--- src/sv/bitmap_font_text_blitter_macros.svh ---
// bitmap_font_text_blitter_macros.svh: assertion shorthands for the text blitter
// used by the blitter top level and the glyph scanner, no other dependencies
`ifndef BITMAP_FONT_TEXT_BLITTER_MACROS_SVH
`define BITMAP_FONT_TEXT_BLITTER_MACROS_SVH

// same-cycle implication
`define BFB_ASSERT_NOW(label, clk, rst_n, ante, cons, msg) \
    label: assert property (@(posedge clk) disable iff (!rst_n) (ante) |-> (cons)) \
        else $error(msg);

// next-cycle implication
`define BFB_ASSERT_NEXT(label, clk, rst_n, ante, cons, msg) \
    label: assert property (@(posedge clk) disable iff (!rst_n) (ante) |=> (cons)) \
        else $error(msg);

`endif

--- src/sv/bfb_pkg.sv ---
// bfb_pkg: types and constants shared by the bitmap font text blitter
// no dependencies
`timescale 1ns / 1ps

package bfb_pkg;

    // request codes
    localparam logic [2:0] FUNC_LOAD_MAP   = 3'd0;
    localparam logic [2:0] FUNC_LOAD_ADV   = 3'd1;
    localparam logic [2:0] FUNC_LOAD_GLYPH = 3'd2;
    localparam logic [2:0] FUNC_START      = 3'd3;
    localparam logic [2:0] FUNC_CHAR       = 3'd4;

    // result kinds
    localparam logic KIND_PIXEL  = 1'b0;
    localparam logic KIND_FINISH = 1'b1;

    // configuration register indexes
    localparam int REG_IDX_W = 1;
    localparam logic [REG_IDX_W-1:0] REG_BAND_TOP    = 1'd0;
    localparam logic [REG_IDX_W-1:0] REG_BAND_BOTTOM = 1'd1;

    localparam logic [7:0]  BAND_BOTTOM_RESET = 8'd199;
    localparam logic [8:0]  BAND_MARGIN       = 9'd8;
    localparam logic [7:0]  SPACE_CHAR        = 8'h20;
    localparam logic [7:0]  END_CHAR          = 8'h00;
    localparam logic [15:0] SPACE_STEP        = 16'd6;

    typedef struct packed {
        logic [2:0] func;
        logic [9:0] index;
        logic [7:0] value;
        logic [8:0] pos_x;
        logic [7:0] pos_y;
        logic [7:0] color;
    } bfb_in_t;

    typedef struct packed {
        logic        kind;
        logic [15:0] pixel_offset;
        logic [7:0]  pixel_color;
        logic [15:0] draw_width;
        logic        last;
    } bfb_out_t;

    // table write request to the font memories
    typedef struct packed {
        logic       map_we;
        logic       adv_we;
        logic       glyph_we;
        logic [9:0] index;
        logic [7:0] data;
    } bfb_wr_t;

    // glyph scan command
    typedef struct packed {
        logic        start;
        logic [15:0] cursor;
    } bfb_scan_cmd_t;

    // pixel offered by the scanner
    typedef struct packed {
        logic        valid;
        logic        last;
        logic [15:0] offset;
    } bfb_pix_t;

endpackage

--- src/sv/bfb_glyph_scan.sv ---
// bfb_glyph_scan: bit-serial glyph scanner, one glyph bit per cycle through a row shift register
// while pix_grant keeps up; depends on bfb_pkg and bitmap_font_text_blitter_macros.svh
`timescale 1ns / 1ps
`include "bitmap_font_text_blitter_macros.svh"

module bfb_glyph_scan import bfb_pkg::*; #(
    parameter int LINE_PITCH  = 320,
    parameter int GLYPH_ROWS  = 8,
    parameter int GLYPH_COUNT = 128
) (
    input  logic                 aclk,
    input  logic                 aresetn,
    input  bfb_scan_cmd_t        cmd,
    input  logic [((GLYPH_COUNT > 1) ? $clog2(GLYPH_COUNT) : 1)-1:0] glyph,
    output logic [((GLYPH_COUNT * GLYPH_ROWS > 1) ?
                   $clog2(GLYPH_COUNT * GLYPH_ROWS) : 1)-1:0] glyph_raddr,
    input  logic [7:0]           glyph_rdata,
    output bfb_pix_t             pix,
    input  logic                 pix_grant,
    output logic                 done
);

    localparam int GSTORE  = GLYPH_COUNT * GLYPH_ROWS;
    localparam int GADDR_W = (GSTORE > 1) ? $clog2(GSTORE) : 1;
    localparam int RC_W    = $clog2(GLYPH_ROWS + 1);
    localparam logic [15:0] PITCH = 16'(LINE_PITCH);

    typedef enum logic [4:0] {
        SC_IDLE  = 5'b00001,
        SC_FETCH = 5'b00010,
        SC_LOAD  = 5'b00100,
        SC_SHIFT = 5'b01000,
        SC_FLUSH = 5'b10000
    } sc_state_t;

    sc_state_t          state_reg, state_next;
    logic [GADDR_W-1:0] row_addr_reg, row_addr_next;
    logic [RC_W-1:0]    rows_left_reg, rows_left_next;
    logic [15:0]        row_base_reg, row_base_next;
    logic [15:0]        col_off_reg, col_off_next;
    logic [2:0]         col_reg, col_next;
    logic [7:0]         bits_reg, bits_next;
    logic               pend_valid_reg, pend_valid_next;
    logic [15:0]        pend_off_reg, pend_off_next;
    logic               step;

    assign glyph_raddr = row_addr_reg;

    // pending pixel goes out when the next set bit or the glyph end shows up
    assign pix.valid  = ((state_reg == SC_SHIFT) && bits_reg[7] && pend_valid_reg) ||
                        ((state_reg == SC_FLUSH) && pend_valid_reg);
    assign pix.last   = (state_reg == SC_FLUSH);
    assign pix.offset = pend_off_reg;

    assign step = (state_reg == SC_SHIFT) &&
                  (!bits_reg[7] || !pend_valid_reg || pix_grant);

    // scan sequencer
    always_comb begin
        state_next      = state_reg;
        row_addr_next   = row_addr_reg;
        rows_left_next  = rows_left_reg;
        row_base_next   = row_base_reg;
        col_off_next    = col_off_reg;
        col_next        = col_reg;
        bits_next       = bits_reg;
        pend_valid_next = pend_valid_reg;
        pend_off_next   = pend_off_reg;
        done            = 1'b0;
        unique case (state_reg)
            SC_IDLE: begin
                if (cmd.start) begin
                    row_addr_next   = GADDR_W'(glyph * GLYPH_ROWS);
                    rows_left_next  = RC_W'(GLYPH_ROWS);
                    row_base_next   = cmd.cursor;
                    pend_valid_next = 1'b0;
                    state_next      = SC_FETCH;
                end
            end
            SC_FETCH: begin
                state_next = SC_LOAD;
            end
            SC_LOAD: begin
                bits_next      = glyph_rdata;
                col_next       = '0;
                col_off_next   = row_base_reg;
                rows_left_next = rows_left_reg - 1'b1;
                if (rows_left_next != '0) begin
                    row_addr_next = row_addr_reg + 1'b1;
                end
                state_next = SC_SHIFT;
            end
            SC_SHIFT: begin
                if (step) begin
                    if (bits_reg[7]) begin
                        pend_valid_next = 1'b1;
                        pend_off_next   = col_off_reg;
                    end
                    bits_next    = {bits_reg[6:0], 1'b0};
                    col_next     = col_reg + 1'b1;
                    col_off_next = col_off_reg + 1'b1;
                    if (col_reg == 3'd7) begin
                        if (rows_left_reg == '0) begin
                            state_next = SC_FLUSH;
                        end else begin
                            // next row was prefetched while this one shifted
                            bits_next      = glyph_rdata;
                            col_next       = '0;
                            row_base_next  = row_base_reg + PITCH;
                            col_off_next   = row_base_reg + PITCH;
                            rows_left_next = rows_left_reg - 1'b1;
                            if (rows_left_next != '0) begin
                                row_addr_next = row_addr_reg + 1'b1;
                            end
                        end
                    end
                end
            end
            SC_FLUSH: begin
                if (!pend_valid_reg || pix_grant) begin
                    pend_valid_next = 1'b0;
                    done            = 1'b1;
                    state_next      = SC_IDLE;
                end
            end
            default: begin
                state_next = SC_IDLE;
            end
        endcase
    end

    // control registers
    always_ff @(posedge aclk) begin
        if (!aresetn) begin
            state_reg      <= SC_IDLE;
            pend_valid_reg <= 1'b0;
        end else begin
            state_reg      <= state_next;
            pend_valid_reg <= pend_valid_next;
        end
    end

    // datapath registers
    always_ff @(posedge aclk) begin
        row_addr_reg  <= row_addr_next;
        rows_left_reg <= rows_left_next;
        row_base_reg  <= row_base_next;
        col_off_reg   <= col_off_next;
        col_reg       <= col_next;
        bits_reg      <= bits_next;
        pend_off_reg  <= pend_off_next;
    end

    `BFB_ASSERT_NOW(a_start_when_idle, aclk, aresetn, cmd.start, state_reg == SC_IDLE, "scan start while busy")
    `BFB_ASSERT_NEXT(a_done_clears, aclk, aresetn, done, !pend_valid_reg && state_reg == SC_IDLE, "pixel left after glyph end")
    `BFB_ASSERT_NOW(a_idle_no_pend, aclk, aresetn, state_reg == SC_IDLE, !pend_valid_reg, "pending pixel while idle")

endmodule

--- config.mk ---
export PLATFORM = sky130hd
export DESIGN_NAME = bfb_glyph_scan
export DESIGN_NICKNAME = d
export VERILOG_FILES = /design/src/sv/bfb_pkg.sv /design/src/sv/bfb_glyph_scan.sv
export VERILOG_INCLUDE_DIRS = /design/src /design/src/sv
export SDC_FILE = /design/constraint.sdc
export NUM_CORES = 1
export LEC_CHECK = 0
export BUFFER_PORTS_ARGS = -buffer_cell sky130_fd_sc_hd__buf_2
export CORE_MARGIN = 4
export CORE_UTILIZATION = 50
export CTS_BUF_LIST = sky130_fd_sc_hd__clkbuf_4
export CTS_CLUSTER_SIZE = 12
export DETAILED_ROUTE_END_ITERATION = 8
export GPL_TIMING_DRIVEN = 0
export PLACE_DENSITY = 0.71
export SETUP_SLACK_MARGIN = 0.4
export SKIP_LAST_GASP = 1
export SLEW_MARGIN = 15
export SYNTH_ARGS = -nofsm -noshare
export SYNTH_HDL_FRONTEND = slang
export SYNTH_SLANG_ARGS = --single-unit
--- constraint.sdc ---
create_clock -name aclk -period 7.7 [get_ports aclk]
set_input_delay 1.155 -clock aclk [delete_from_list [all_inputs] [get_ports aclk]]
set_output_delay 1.155 -clock aclk [all_outputs]
set_load 0.01 [all_outputs]
==> summary.md, run 1 <==
| Metric | Value |
|---|---|
| Outcome | `finished, final reports clean` |
| Die W | `98.9 um` |
| Core Util, Final | `0.606` |
| Post-Syn Area | `0.00413 mm2` |
| DRT Pass-1 Iters | `4` |
| Clock buffer count from CTS | `9` |
| Root Driver | `clkbuf_4` |
| CP endpoint kind | `flop` |
| DR vias | `3055` |
| Initial core utilization | `0.524` |
| Core area | `0.00789 mm2` |
| Netlist cell types | `56` |
| Footprint of the multi-input gates | `roughly 0.0017 mm2` |
| Die footprint | `0.00979 mm2` |
| Fin worst setup slack | `4.49 ns` |
| CTS tree | `yes` |
| Post-DP Area | `0.00459 mm2` |
| GPL Wtd Cong | `0.837` |
| Total track usage | `0.177` |
| Worst slew pin tran | `around 0.9 ns` |
| EDFF count, synth | `73` |
| Global-route wire length before repair | `14000 um` |
| Sequential-to-total area share from yosys stat | `0.559` |
| Hold Fails Final Rpt | `0` |
| Max-cap viol count | `0` |
| Top post-synthesis cells by area | `edfxtp_1 (53%), nand2_1 (6.1%), xor2_1 (3.8%)` |
| Fmax | `311 MHz` |
| Worst setup SP type | `flop` |
| Worst-path clk slew | `0.13 ns` |
| Power, Total | `1.41 mW` |
| Detail Route Antenna Nets | `0` |
| Mapped Nets | `423` |
| Number of global-route vias before repair | `roughly 3000` |
| Latest clock arrival within the worst-skew pair | `around 0.42 ns` |
| Post-layout min period | `about 3.2 ns` |
| Longest Clk Path Bufs | `2` |
| Max Slew Vio Count | `0` |
| Remaining DRCs | `0` |
| Type of the worst setup path | `reg2reg` |
| Leakage | `roughly 1.9 nW` |
| Biggest area consumer among synthesized cells | `edfxtp_1` |
| CTS resizes | `0` |
| Worst Path Arrival | `3.27 ns` |
| Mean Syn Cell Area | `10.9 um2` |
| Rows | `32` |
| CTS sink cnt | `between 70 and 80` |
| Nets | `497` |
| Routed wire per std cell | `14.9 um` |
| Slew HR | `0.391` |
| P&R area growth vs syn | `15.6%` |
| Hold-fix buffers, CTS | `0` |
| Unrepaired setup endpoints after global routing | `no` |
| Pin count of the biggest net entering global routing | `28` |
| Die Y | `roughly 100 um` |
| Initial DRC Count | `157` |
| Post-layout instance area | `0.00478 mm2` |
| CP required | `7.76 ns` |
| Final setup TNS | `0 ns` |
| Maximum VDD drop | `between 100 and 150 uV` |
| H-tree level count | `3` |
| IO Count | `64` |
| Grt ovf | `0` |
| Filler Cell Count | `676` |
| Crit-path max FO | `8` |
| Top cell type's share of synthesized area | `0.530` |
| Place WS | `roughly 4.3 ns` |
| Pwr/cell area | `295 mW/mm2` |
| Synth async-reset ratio | `0` |
| Ant. Diodes | `0` |
| Tcrit/Tclk final | `0.417` |
| Setup repair bufs after CTS | `0` |
| DRT Wirelength | `8350 um` |
| Seq. cell area | `~0.0023 mm2` |
| Number of port buffers | `63` |
| Hpwl dp | `a little over 6000 um` |
| Antenna violations before repair | `0` |
| Post-Syn Instances | `380` |
| Layout cells sized above 1 | `0.227` |
| Layout Skew | `0.0128 ns` |
| Final setup fails | `0` |
| HP Class | `reg2reg` |
| Number of synthesized register bits | `slightly below 80` |
| Vias per inst | `approximately 5.4` |
| Yosys warns | `0` |
| Top FF cell, synth | `edfxtp_1` |
## layout make-up
class | instances | share of cell area
buffer | 15 | 0.0196
clock buffer | 10 | 0.0157
clock inverter | 6 | 0.0243
inverter | 9 | 0.00707
multi-input combinational | 277 | 0.357
sequential | 79 | 0.484
tap | 102 | 0.0267
timing repair buffer | 63 | 0.0660
## through the flow
stage / cells / hold slack [ns]
finish: 561 / 0.516
global route: 561 / 0.530
CTS: 561 / 0.519
detailed placement: 545 / 0.487
global placement: 545 / 0.466
floorplan: 380 / 0.448
## cells in the mapped netlist, drive strengths merged (2+ instances only)
cell type	instances
nor4	7
nand4	3
nand2	68
o211ai	4
xnor2	17
nor3	8
o21bai	2
o21ai	31
nand2b	4
o221ai	3
o31ai	7
nor2b	2
o22ai	2
buf	11
ha	8
or2	2
nor2	26
and3	7
nor4b	2
clkbuf	4
dfxtp	6
xor2	18
inv	9
and2	10
nor3b	2
o21a	2
edfxtp	73
nand3	12
a21oi	11
nand3b	4
## power by group
part / leakage, nW / internal, mW / switching [mW]
sequential: 0.729 / 0.591 / 0.0897
combinational: 1.03 / 0.171 / 0.239
clock: 0.101 / 0.170 / 0.148
## routing by layer
layer | vias to the layer above | track usage | share of wire
met2 | 53 | 0.284 | 0.48
met3 | 9 | 0.0368 | 0.040
met1 | 1469 | 0.242 | 0.47
li1 | 1524 | - | -
met5 | - | 0 | 0
met4 | 0 | 0.0557 | 0.0095
## worst max-delay path, stage by stage (launching register included)
cell and delay, ns:
edfxtp_1 0.44, inv_1 0.09, ha_1 0.21, nor3b_1 0.16, nor2b_1 0.33, a21oi_1 0.18, nor4_2 0.75, a21boi_1 0.72
## worst paths after layout
kind	from	to	slack, ns	cells past startpoint
min reg2reg	col_off_reg[14]	pend_off_reg[14]	0.52	0
max reg2reg	rows_left_reg[0]	glyph_raddr[8]	4.49	7
max	rows_left_reg[0]	glyph_raddr[8]	4.49	7
min	col_off_reg[14]	pend_off_reg[14]	0.52	0
## cell families after synthesis
| group | synth area share |
|---|---|
| compound gates | 0.110 |
| xor+xnor | 0.0742 |
| fa+ha+maj | 0.0242 |
| buf+inv | 0.0309 |
| flops | 0.559 |
| mux | 0.00242 |
| simple gates | 0.199 |
## cells in the final DEF, fill, tap and decap left out, types with 3 or more instances in the layout
master,Yosys,final
o211ai_1,4,4
nor3_1,7,7
clkbuf_1,3,3
nor4_2,3,3
nand3_1,12,12
buf_6,3,3
nor2_1,25,24
edfxtp_1,73,73
and2_1,10,10
o221ai_1,3,3
nand3b_1,4,4
nor4_1,3,3
nand2b_1,4,4
dfxtp_1,6,6
ha_1,8,8
and3_1,7,7
xor2_1,18,18
xnor2_1,17,17
bufinv_16,0,3
nand4_1,3,3
inv_1,9,9
buf_2,5,68
a21oi_1,11,11
o21ai_0,30,30
nand2_1,67,67
o31ai_1,7,7
clkbuf_4,0,10
Power figures use the tool's default switching activity.
==> inputs of run 2 (changes only) <==
Clock period 7.7 ns to 3.1 ns, I/O delays scaled along.
==> run 2 against run 1 <==
  * Non-clock buffer count rose by 3
  * Final area rose by 1.1%
  * Worst setup slack lost 3.8 ns
  * Sequential share of layout area shrank 0.53 points
  * Largest cell class unchanged
  * Critical path depth is the same
  * Count of clock-buffer cells in the layout unchanged
  * Total power increased to 2.5 times the previous value
==> summary.md, run 2 (synthesized netlist as in run 1, its figures left out) <==
| Metric | Value |
|---|---|
| Pwr/cell area | `743 mW/mm2 (+150%)` |
| Type of the worst setup path | `reg2reg` |
| Pin count of the biggest net entering global routing | `28 (unchanged)` |
| Worst setup SP type | `flop` |
| Final setup fails | `0 (unchanged)` |
| Core Util, Final | `0.613 (+0.00666)` |
| Root Driver | `clkbuf_4` |
| Worst Path Arrival | `2.51 ns (-0.76 ns)` |
| CTS tree | `yes` |
| Nets | `500 (+0.60%)` |
| Longest Clk Path Bufs | `2 (unchanged)` |
| Post-layout min period | `2.40 ns (-0.812 ns)` |
| GPL Wtd Cong | `0.837 (unchanged)` |
| Share of power burned in registers | `0.470 (-0.013)` |
| CTS sink cnt | `79 (unchanged)` |
| R2r setup slk | `0.70 ns (-3.79 ns)` |
| CP required | `3.21 ns (-4.55 ns)` |
| Routed wire per std cell | `14.9 um (+0.22%)` |
| Worst R2R Start | `rows_left_reg[0]` |
| Antenna violations before repair | `0 (unchanged)` |
| Worst slew pin tran | `0.788 ns (-0.124 ns)` |
| Maximum VDD drop | `345 uV (+160%)` |
| Clock buffer count from CTS | `9 (unchanged)` |
| Crit-path max FO | `7 (-1)` |
| Layout cells sized above 1 | `0.236 (+0.00935)` |
| Critical Path End | `glyph_raddr[8]` |
| H-tree level count | `3 (unchanged)` |
| Hold Fails Final Rpt | `0 (unchanged)` |
| Number of port buffers | `63 (unchanged)` |
| Unrepaired setup endpoints after global routing | `no` |
| Remaining DRCs | `0 (unchanged)` |
| Rows | `32 (unchanged)` |
| Footprint of the multi-input gates | `0.00174 mm2 (+1.8%)` |
| DRT Pass-1 Iters | `4 (unchanged)` |
| Beginning of the critical path | `rows_left_reg[0]` |
| Path depth of the worst reg2reg path | `7 (unchanged)` |
| Switching Share | `0.338 (-0.00111)` |
| Layout Skew | `0.0127 ns (-0.000106 ns)` |
| Number of global-route vias before repair | `2961 (-0.067%)` |
| Worst-path clk slew | `0.13 ns (about the same)` |
| Clk network pwr share | `0.221 (-0.005)` |
| Post-layout instance area | `0.00483 mm2 (+1.1%)` |
| Sw power | `1.21 mW (+150%)` |
| Ant. Diodes | `0 (unchanged)` |
| HP Class | `in2reg` |
| P&R area growth vs syn | `16.9%` |
| Tcrit/Tclk final | `0.774 (+0.357)` |
| Max-cap viol count | `0 (unchanged)` |
| Seq. cell area | `0.00231 mm2 (unchanged)` |
| DR vias | `3115 (+2.0%)` |
| Detail Route Antenna Nets | `0 (unchanged)` |
| Latest clock arrival within the worst-skew pair | `0.42 ns (about the same)` |
| Most frequent cells in the layout | `edfxtp_1 (73), buf_2 (68), nand2_1 (67)` |
| Die footprint | `0.00979 mm2 (unchanged)` |
| CP endpoint kind | `flop` |
| Initial core utilization | `0.524 (unchanged)` |
| Vias per inst | `5.52 (+1.4%)` |
| Hold-fix buffers, CTS | `0 (unchanged)` |
| Fmax | `417 MHz (+34%)` |
| Max Slew Vio Count | `0 (unchanged)` |
| Hpwl dp | `6030 um (unchanged)` |
| Core area | `0.00789 mm2 (unchanged)` |
| Filler Cell Count | `673 (-0.44%)` |
| Combinational Power Share | `0.309 (+0.018)` |
| Slew HR | `0.474 (+0.0826)` |
| DRT Wirelength | `8410 um (+0.75%)` |
| Power, Total | `3.59 mW (+150%)` |
| IO Count | `64 (unchanged)` |
| Grt ovf | `0 (unchanged)` |
| Internal | `2.38 mW (+160%)` |
| Worst reg2reg path endpoint | `glyph_raddr[8]` |
| Die W | `98.9 um (unchanged)` |
| Outcome | `finished, final reports clean` |
| Initial DRC Count | `148 (-5.7%)` |
| Total track usage | `0.177 (+0.000449)` |
| Global-route wire length before repair | `14000 um (+0.19%)` |
| Leakage | `1.88 nW (+1.2%)` |
| Post-DP Area | `0.00459 mm2 (unchanged)` |
| Die Y | `98.9 um (unchanged)` |
| Commonest non-fill, non-tap cell in the layout | `edfxtp_1` |
==> run 2: worst max-delay path: stages (launching register included) <==
cell      delay [ns]
edfxtp_1        0.43
inv_1           0.09
ha_1            0.21
nor3b_1         0.17
nor2b_2         0.23
a21oi_1         0.20
nor4_4          0.41
a21boi_4        0.38
==> run 2: worst min-delay path by stage <==
| stage | from | to | slack [ns] | cells past startpoint |
|---|---|---|---|---|
| 5_1_grt | glyph_rdata[1] | bits_reg[1] | 0.28 | 3 |
| 2_1_floorplan | col_off_reg[15] | pend_off_reg[15] | 0.45 | 0 |
| 4_1_cts | glyph_rdata[3] | bits_reg[3] | 0.28 | 3 |
| 3_5_place_dp | col_off_reg[14] | pend_off_reg[14] | 0.49 | 0 |
| 3_3_place_gp | col_off_reg[15] | pend_off_reg[15] | 0.47 | 0 |
| 6_report | glyph_rdata[1] | bits_reg[1] | 0.30 | 3 |
==> run 2: final cells by class <==
type / instances / share of cell area
Buffer: 15 / 0.0194
Clock buffer: 10 / 0.0155
Clock inverter: 6 / 0.0241
Inverter: 9 / 0.00699
Multi-Input combinational cell: 277 / 0.359
Sequential cell: 79 / 0.478
Tap cell: 102 / 0.0264
Timing Repair Buffer: 66 / 0.0699
==> run 2: metal layers <==
metal	share of wire	GRT usage	vias to the layer above
li1	-	-	1536
met1	0.45	0.241	1494
met2	0.49	0.286	76
met3	0.050	0.0368	9
met4	0.012	0.0546	0
met5	0	0	-
==> run 2: timing repair <==
item / 4_1_cts / 5_1_grt
endpoints found under the setup margin: 7 / 17
buffers inserted: 0 / 3
gates cloned: 0 / 0
gates resized for setup: 3 / 2
pin swaps: 0 / 1
endpoints found under the hold margin: 0 / 0
==> run 2: power groups by stage <==
stage / combinational [mW] / clock (mW) / sequential, mW
2_1_floorplan: 0.725 / 0 / 1.69
5_1_grt: 1.24 / 0.862 / 1.73
3_5_place_dp: 1.02 / 0 / 1.71
3_3_place_gp: 0.975 / 0 / 1.70
6_report: 1.11 / 0.794 / 1.69
4_1_cts: 1.05 / 0.804 / 1.69
==> run 2: metrics by stage <==
stage          TNS, ns  std cells  hold WS (ns)  setup slack (ns)
3_3_place_gp   -0.0812        545         0.466           -0.0118
4_1_cts              0        561         0.278             0.414
5_1_grt              0        564         0.277             0.477
6_report             0        564         0.303             0.700
3_5_place_dp    -0.716        545         0.487            -0.102
2_1_floorplan        0        380         0.448             0.518
==> inputs of run 3 (changes only) <==
Clock period 3.1 ns to 2.5 ns, I/O delays scaled along.
==> run 3 against run 2 <==
  * Total power is 24% higher
  * Register-to-register slack worse by 0.22 ns
  * Critical path depth stayed put
  * Sequential share of layout area is 0.87 points lower
  * Final area is 2.0% higher
  * Largest cell class unchanged
==> summary.md, run 3 (synthesized netlist as in run 1, its figures left out) <==
| Metric | Value |
|---|---|
| IO Count | `64 (unchanged)` |
| Dpl cells | `545 (unchanged)` |
| Longest Clk Path Bufs | `2 (unchanged)` |
| Ant. Diodes | `0 (unchanged)` |
| Pwr/cell area | `905 mW/mm2 (+22%)` |
| Rows | `32 (unchanged)` |
| Core area | `0.00789 mm2 (unchanged)` |
| DRT Wirelength | `8970 um (+6.7%)` |
| Max Slew Vio Count | `0 (unchanged)` |
| CTS tree | `yes` |
| Final setup fails | `0 (unchanged)` |
| Antenna violations before repair | `0 (unchanged)` |
| HP Class | `in2reg` |
| CP required | `2.63 ns (-0.58 ns)` |
| Maximum VDD drop | `661 uV (+92%)` |
| Power, Total | `4.46 mW (+24%)` |
| Initial core utilization | `0.524 (unchanged)` |
| Filler Cell Count | `665 (-1.2%)` |
| Die W | `98.9 um (unchanged)` |
| Worst Path Arrival | `2.15 ns (-0.36 ns)` |
| Remaining DRCs | `0 (unchanged)` |
| Footprint of the multi-input gates | `0.00182 mm2 (+4.6%)` |
| Hpwl dp | `6240 um (+3.5%)` |
| Type of the worst setup path | `reg2reg` |
| Die footprint | `0.00979 mm2 (unchanged)` |
| GPL Wtd Cong | `0.834 (-0.37%)` |
| Post-layout min period | `2.02 ns (-0.375 ns)` |
| Slew HR | `0.465 (-0.00818)` |
| Crit-path max FO | `7 (unchanged)` |
| Fmax | `494 MHz (+19%)` |
| Leakage | `1.90 nW (+1.1%)` |
| Hold Fails Final Rpt | `0 (unchanged)` |
| CTS sink cnt | `79 (unchanged)` |
| Commonest non-fill, non-tap cell in the layout | `edfxtp_1` |
| Detail Route Antenna Nets | `0 (unchanged)` |
| Number of global-route vias before repair | `3199 (+8.0%)` |
| Latest clock arrival within the worst-skew pair | `0.43 ns (about the same)` |
| CP endpoint kind | `flop` |
| Grt ovf | `0 (unchanged)` |
| P&R area growth vs syn | `19.2%` |
| Die Y | `98.9 um (unchanged)` |
| Global-route wire length before repair | `15000 um (+7.0%)` |
| Vias per inst | `5.50 (-0.50%)` |
| Number of port buffers | `63 (unchanged)` |
| Worst-path clk slew | `0.14 ns (about the same)` |
| Hold-fix buffers, CTS | `0 (unchanged)` |
| Clock buffer count from CTS | `9 (unchanged)` |
| Pin count of the biggest net entering global routing | `28 (unchanged)` |
| Nets | `505 (+1.0%)` |
| Worst setup SP type | `flop` |
| DRT Pass-1 Iters | `4 (unchanged)` |
| WHS | `0.194 ns (-0.109 ns)` |
| Seq. cell area | `0.00231 mm2 (+0.11%)` |
| Tcrit/Tclk final | `0.810 (+0.0357)` |
| Final setup TNS | `0 ns (unchanged)` |
| Layout Skew | `0.0144 ns (+0.00170 ns)` |
| Routed wire per std cell | `15.8 um (+5.8%)` |
| Unrepaired setup endpoints after global routing | `yes` |
| Total track usage | `0.190 (+0.0126)` |
| Core Util, Final | `0.625 (+0.0121)` |
| DR vias | `3127 (+0.39%)` |
| Layout cells sized above 1 | `0.270 (+0.0339)` |
| H-tree level count | `3 (unchanged)` |
| Most frequent cells in the layout | `edfxtp_1 (73), buf_2 (68), nand2_1 (67)` |
| Max-cap viol count | `0 (unchanged)` |
| Worst slew pin tran | `0.800 ns (+0.0122 ns)` |
| Root Driver | `clkbuf_4` |
| Initial DRC Count | `152 (+2.7%)` |
| Outcome | `finished, final reports clean` |
| Finished Layout Cells | `569 (+0.89%)` |
## run 3: worst paths after layout
path	from	end	depth (start not counted)	slack [ns]
setup / recovery	rows_left_reg[0]	glyph_raddr[9]	7	0.48
hold / removal	glyph_rdata[4]	bits_reg[4]	3	0.19
setup reg to reg	rows_left_reg[0]	glyph_raddr[9]	7	0.48
hold reg to reg	col_off_reg[15]	pend_off_reg[15]	0	0.49
## run 3: worst max-delay path: stages (launching register included)
cell      delay [ns]
edfxtp_1        0.41
inv_2           0.07
ha_4            0.15
nor3b_4         0.16
nor2b_4         0.16
a21oi_4         0.09
nor4_4          0.33
a21boi_4        0.37
## run 3: metal layers
metal / GRT usage / part of all wire
met5: 0 / 0
met2: 0.311 / 0.49
met1: 0.250 / 0.44
met4: 0.0767 / 0.012
met3: 0.0333 / 0.053
## run 3: area by class of cell
cell class / count / area share
Clock buffer: 10 / 0.0152
Tap cell: 102 / 0.0259
Inverter: 9 / 0.00685
Buffer: 15 / 0.0190
Sequential cell: 79 / 0.470
Timing Repair Buffer: 71 / 0.0762
Multi-Input combinational cell: 277 / 0.369
Clock inverter: 6 / 0.0185
## run 3: per-stage QoR
step	setup slack (ns)	instance area (um2)
3_5_place_dp	-0.0237	4630
6_report	0.475	4930
4_1_cts	0.405	4870
2_1_floorplan	0.332	4180
3_3_place_gp	0.0158	4620
5_1_grt	0.367	4930
## run 3: power breakdown
| part | internal, mW | switching (mW) |
|---|---|---|
| Sequential | 1.82 | 0.287 |
| Combinational | 0.642 | 0.814 |
| Clock | 0.424 | 0.473 |
## run 3: timing repair
| action | in CTS | in global routing |
|---|---|---|
| pin swaps | 4 | 5 |
| endpoints found under the setup margin | 44 | 60 |
| setup buffers | 4 | 4 |
| resized for setup | 9 | 8 |
